File: src/design/srt_pkg.sv
// ----------------------------------------------------------------------------
// srt_pkg
// Operation codes and controller command/status types for the reservation table.
// ----------------------------------------------------------------------------
package srt_pkg;
    localparam logic [2:0] K_RES_NODE = 3'd0;
    localparam logic [2:0] K_RES_LINK = 3'd1;
    localparam logic [2:0] K_QRY_NODE = 3'd2;
    localparam logic [2:0] K_QRY_LINK = 3'd3;
    localparam logic [2:0] K_CLEAR    = 3'd4;

    // Commands from controller to datapath.
    typedef struct packed {
        logic load;      // capture request fields
        logic rd;        // issue read at current slot address
        logic chk;       // evaluate read data
        logic wr;        // write tag at current slot
        logic step;      // advance slot counter
        logic rewind;    // restart slot counter at range start
        logic clr_init;  // start clearing sweep
        logic done;      // emit result
    } t_cmd;

    // Status from datapath to controller.
    typedef struct packed {
        logic last;      // slot counter at range end
        logic conflict;  // a read slot is held by another vehicle
        logic trivial;   // answer known without table access
        logic clr_last;  // sweep at its final entry
    } t_sts;
endpackage

File: src/design/srt_ctrl.sv
// ----------------------------------------------------------------------------
// srt_ctrl
// Sequencer: walks reads, optional writes, and the clearing sweep.
// ----------------------------------------------------------------------------
module srt_ctrl
    import srt_pkg::*;
(
    input  logic       i_clk,
    input  logic       i_rst_n,
    input  logic       i_go,
    input  logic [2:0] i_kind,
    input  t_sts       i_sts,
    output t_cmd       o_cmd,
    output logic       o_busy
);
    localparam logic [2:0] S_IDLE = 3'd0;
    localparam logic [2:0] S_DEC  = 3'd1;
    localparam logic [2:0] S_RD   = 3'd2;
    localparam logic [2:0] S_CHK  = 3'd3;
    localparam logic [2:0] S_WR   = 3'd4;
    localparam logic [2:0] S_CLR  = 3'd5;
    localparam logic [2:0] S_DONE = 3'd6;

    logic [2:0] r_state, n_state;
    logic [2:0] r_kind;

    always_ff @(posedge i_clk) begin
        if (!i_rst_n) begin
            r_state <= S_IDLE;
        end else begin
            r_state <= n_state;
        end
        if (i_go) r_kind <= i_kind;
    end

    always_comb begin
        n_state = r_state;
        o_cmd = '0;
        o_cmd.load = i_go;
        case (r_state)
            S_IDLE: if (i_go) n_state = S_DEC;
            S_DEC: begin
                if (r_kind == K_CLEAR) begin
                    o_cmd.clr_init = 1'b1;
                    n_state = S_CLR;
                end else if (i_sts.trivial) begin
                    n_state = S_DONE;
                end else if (r_kind == K_RES_LINK) begin
                    n_state = S_WR;
                end else begin
                    n_state = S_RD;
                end
            end
            S_RD: begin
                o_cmd.rd = 1'b1;
                n_state = S_CHK;
            end
            S_CHK: begin
                o_cmd.chk = 1'b1;
                if (i_sts.last) begin
                    if (r_kind == K_RES_NODE) begin
                        o_cmd.rewind = 1'b1;
                        n_state = S_WR;
                    end else begin
                        n_state = S_DONE;
                    end
                end else begin
                    o_cmd.step = 1'b1;
                    n_state = S_RD;
                end
            end
            S_WR: begin
                // A node reservation with any conflict writes nothing.
                if (i_sts.conflict) begin
                    n_state = S_DONE;
                end else begin
                    o_cmd.wr = 1'b1;
                    o_cmd.step = !i_sts.last;
                    if (i_sts.last) n_state = S_DONE;
                end
            end
            S_CLR: begin
                if (i_sts.clr_last) n_state = S_DONE;
            end
            S_DONE: begin
                o_cmd.done = 1'b1;
                n_state = S_IDLE;
            end
            default: n_state = S_IDLE;
        endcase
    end

    assign o_busy = (r_state != S_IDLE);
endmodule

File: config.mk
export PLATFORM = sky130hd
export DESIGN_NAME = srt_ctrl
export DESIGN_NICKNAME = d
export VERILOG_FILES = /design/src/design/srt_pkg.sv /design/src/design/srt_ctrl.sv
export SDC_FILE = /design/constraint.sdc
export NUM_CORES = 1
export LEC_CHECK = 0
export BUFFER_PORTS_ARGS = -buffer_cell sky130_fd_sc_hd__buf_2
export CAP_MARGIN = 20
export CORE_AREA = 2 2 39 41
export CTS_CLUSTER_SIZE = 16
export DETAILED_ROUTE_END_ITERATION = 16
export DIE_AREA = 0 0 41 43
export REMOVE_ABC_BUFFERS = 1
export SETUP_SLACK_MARGIN = 0.15
export SKIP_CTS_REPAIR_TIMING = 1
export SYNTH_ARGS = -nofsm -noshare
export SYNTH_HDL_FRONTEND = slang
export SYNTH_SLANG_ARGS = --single-unit
File: constraint.sdc
create_clock -name i_clk -period 2.1 [get_ports i_clk]
set_input_delay 0.105 -clock i_clk [delete_from_list [all_inputs] [get_ports i_clk]]
set_output_delay 0.105 -clock i_clk [all_outputs]
set_load 0.1 [all_outputs]
### Word level (Yosys, flattened, before mapping)

Cells that the tools add are included.

| storage, ports and cells | value |
|---|---|
| register bits after elaboration | 6 |
| bits in latches | 0 |
| bits in writable memories | 0 |
| memory bits (read-only) | 0 |
| input bits | 10 |
| output and inout bits | 9 |
| word-level logic and storage cells | 40 |
| memories kept | 0 |

| cells by class | value |
|---|---|
| add/subtract/negate cells | 0 |
| multipliers | 0 |
| div/mod/pow operators | 0 |
| magnitude comparators | 0 |
| equal/unequal tests | 11 |
| shift-type cells | 0 |
| muxes and demuxes | 22 |
| bitwise gates (word level) | 0 |
| reduce and logical (&&, ||, !) cells | 5 |

Operators by type and width:

| kind | number |
|---|---|
| 3-bit two-way mux | 8 |
| 3-bit case mux with 6 select lines | 1 |
| 3-bit == test (second input constant) | 4 |
| 1-bit two-way mux | 10 |
| 3-bit by 1-bit == test with 1-bit output (second input constant) | 2 |
| 3-bit by 2-bit == test with 1-bit output (second input constant) | 2 |
| 3-bit logical NOT | 2 |
| 2-bit two-way mux | 2 |
| 2-bit inequality test (second input constant) | 2 |
| 3-bit inequality test (second input constant) | 1 |
| 3-bit AND reduction | 1 |
| 3-bit nonzero test | 1 |
| 1-bit case mux with 2 select lines | 1 |
| 1-bit logical NOT | 1 |

### Logic depth before layout (Yosys ltp)

| logic depth | value |
|---|---|
| word-level depth | 5 |
| depth in mapped cells | 5 |
| depth with buffers taken out | 4 |

### Least setup slack after synthesis

No wires, ideal clock.

| timing | value |
|---|---|
| path kind | register -> output |
| start point | register r_state[0] |
| end point | output o_cmd[3] (netlist bit) |
| arrival time | 5096 ps |
| path slack | -3101 ps |
| stages on the path, launching flop included | 5 |
| path buffers | 1 |
| cells stage by stage | dfxtp_1 > clkbuf_1 > nor4b_1 > nor2_1 > nor2_1 |

RTL lines:

| what | line | source |
|---|---|---|
| start: declaration | srt_ctrl.sv:24 | `logic [2:0] r_state, n_state;` |
| start signal: assignment | srt_ctrl.sv:31 | `r_state <= n_state;` |
| end: declaration | srt_ctrl.sv:13 | `output t_cmd o_cmd,` |

==> out/results.txt <==
VDD IR max: 383 uV
Synth-to-Final Area Change: 34.3%
r2r setup slk: 0.75 ns
CP Capture Type: primary output
P_leak: 0.213 nW
critical path type: reg -> out
YS warnings: 0
final setup fails: 0
core footprint: 1380 sq um
Hold Path Depth: 1
dpl ws: 0.399 ns
#FFs+latches synth: 6
total CTS buffers: 3
PwrDens: 1190 nW/um^2
Adder-Cell Fraction of Synth Area: 0
RePlAce Congestion: 0.715
die area: 1760 sq um
first-pass GRT wire length: 1010 um
Cells after Synth: 41
final worst setup slack: 0.237 ns
WL final: 745 um
clk sinks: 6
Worst-Skew Late Latency: 0.23 ns
Cell Rows: 14
cell area after synthesis: 358 sq um
final count of pins violating max slew: 0
max frequency: 537 MHz
via count: 363
Compound-Gate Fraction of Synth Area: 0.126
WP data required: 2.00 ns
main combinational cell family by area after synthesis: simple AND/OR/NAND/NOR gates
Slew headroom: 0.675
Syn Area/Cell: 8.73 sq um
max cap viols: 0
clock-pin slew on the worst setup and hold paths: 0.05 ns
fin nets: 71
Final Cycle Share: 0.887
initial antenna violation count: 0
Slew @ Worst Pin: 0.491 ns
H-tree depth: 1
root buf cell: clkbuf_4
Final Util: 0.347
post-route ant nets: 0
Worst Skew: 0.00518 ns
DR WL/cell: 9.80 um
layout cell share with drive strength beyond 1: 0.383
Fin Hold WS: 0.0452 ns
grt ovf: 0
count of cell types in the netlist: 22
CTS tree: yes
Synth Area in XOR/XNOR: 0.0245
Avg Vias per Cell: 4.78
GRT Total Usage: 0.0850
Initial Util: 0.259
number of global-route vias before repair: 257
status: complete, no violations
Initial DRC Count: 4
final hold viol count: 0
first-pass iteration count of the detailed router: 4
post-synthesis mux area share: 0
# DRC: 0
minimum clock period: 1.86 ns
largest net degree at the start of global routing: 13
Final Total Pwr: 0.573 mW
DP HPWL: 604 um
clock buffer depth: 2
Horiz. Die Dim: 41 um
worst hold-check path type: in -> reg
io pins: 19
CP max FO: 4
R2R depth: 4
Diodes inserted: 0
simple-gate area share of the yosys netlist: 0.357
count of input and output buffers: 18
RSZ-0062 raised after global routing: yes
register area share after synthesis: 0.420
Worst EP arrival: 1.76 ns
Die Ht: 43 um
Startpoint Class: flop
## path summary, 6_finish.rpt
path                  start    endpoint
setup reg to reg  r_kind[1]  r_state[0]
hold reg to reg   r_kind[1]  r_state[1]
hold / removal    i_kind[0]   r_kind[0]
setup / recovery  r_kind[1]    o_cmd[1]
## cell families after synthesis
| family | Yosys count |
|---|---|
| compound gates | 8 |
| simple gates | 21 |
| buf+inv | 5 |
| flops | 6 |
| xor+xnor | 1 |
## cell type report
cell class	instances	area (sq um)
repair buffers	18	95.1
flip-flops and latches	6	150
well taps	16	20.0
multi-input cells	30	181
fillers	158	903
inverters	2	7.51
clock buffers	4	26.3
## flip-flops by register name (all words and copies together), names as in the netlist
name / flops
r_kind: 3
r_state: 3
## Yosys cell counts
master / instances / area [sq um]
or4b_1: 1 / 10.0
nor3_1: 2 / 10.0
buf_4: 2 / 15.0
nor2b_1: 2 / 12.5
edfxtp_1: 3 / 90.1
dfxtp_1: 3 / 60.1
nor4b_1: 1 / 8.76
a221oi_1: 1 / 8.76
nor3b_1: 3 / 22.5
and3b_2: 1 / 10.0
o21ai_0: 4 / 20.0
xor2_1: 1 / 8.76
nor4_1: 2 / 12.5
nand3_1: 1 / 5.00
inv_1: 2 / 7.51
or3_2: 1 / 7.51
nor2_1: 4 / 15.0
and2_1: 1 / 6.26
clkbuf_1: 1 / 3.75
a31oi_1: 1 / 6.26
nand2_1: 2 / 7.51
a21oi_1: 2 / 10.0
## layout by cell type (no fill, tap or decap)
cell | Yosys | final
nor4b_1 | 1 | 1
nor4_1 | 2 | 2
a21oi_1 | 2 | 2
nand2_1 | 2 | 2
and2_1 | 1 | 1
nand3_1 | 1 | 1
or3_2 | 1 | 1
or4b_1 | 1 | 1
o21ai_0 | 4 | 4
a221oi_1 | 1 | 1
clkbuf_4 | 0 | 4
nor2b_1 | 2 | 2
and3b_2 | 1 | 1
nor3_1 | 2 | 2
buf_4 | 2 | 1
inv_1 | 2 | 2
clkbuf_1 | 1 | 1
edfxtp_1 | 3 | 3
nor2_1 | 4 | 4
dfxtp_1 | 3 | 3
a31oi_1 | 1 | 1
nor3b_1 | 3 | 3
buf_2 | 0 | 16
xor2_1 | 1 | 1
## critical path: stages, from the launching register on
cell      delay, ns
edfxtp_1       0.42
or4b_1         0.55
nor3b_1        0.19
clkbuf_4       0.36
## power by group
part / total [mW] / internal (mW) / switching [mW]
logic: 0.283 / 0.0658 / 0.218
clock network: 0.108 / 0.0716 / 0.0364
registers: 0.182 / 0.144 / 0.0381
## per-layer routing
| layer | global-route usage | part of all wire | vias up |
|---|---|---|---|
| met5 | 0 | 0 | - |
| met4 | 0.0600 | 0 | 0 |
| met3 | 0.0157 | 0.021 | 0 |
| met2 | 0.144 | 0.54 | 6 |
| met1 | 0.0858 | 0.43 | 169 |
| li1 | - | - | 188 |
## stage by stage
stage	setup TNS [ns]	cells	cell area, sq um
floorplan	-11.57	38	339
global placement	0	72	449
detailed placement	0	72	449
CTS	0	76	475
global route	0	76	480
finish	0	76	480
(Power assumes the default switching activity.)
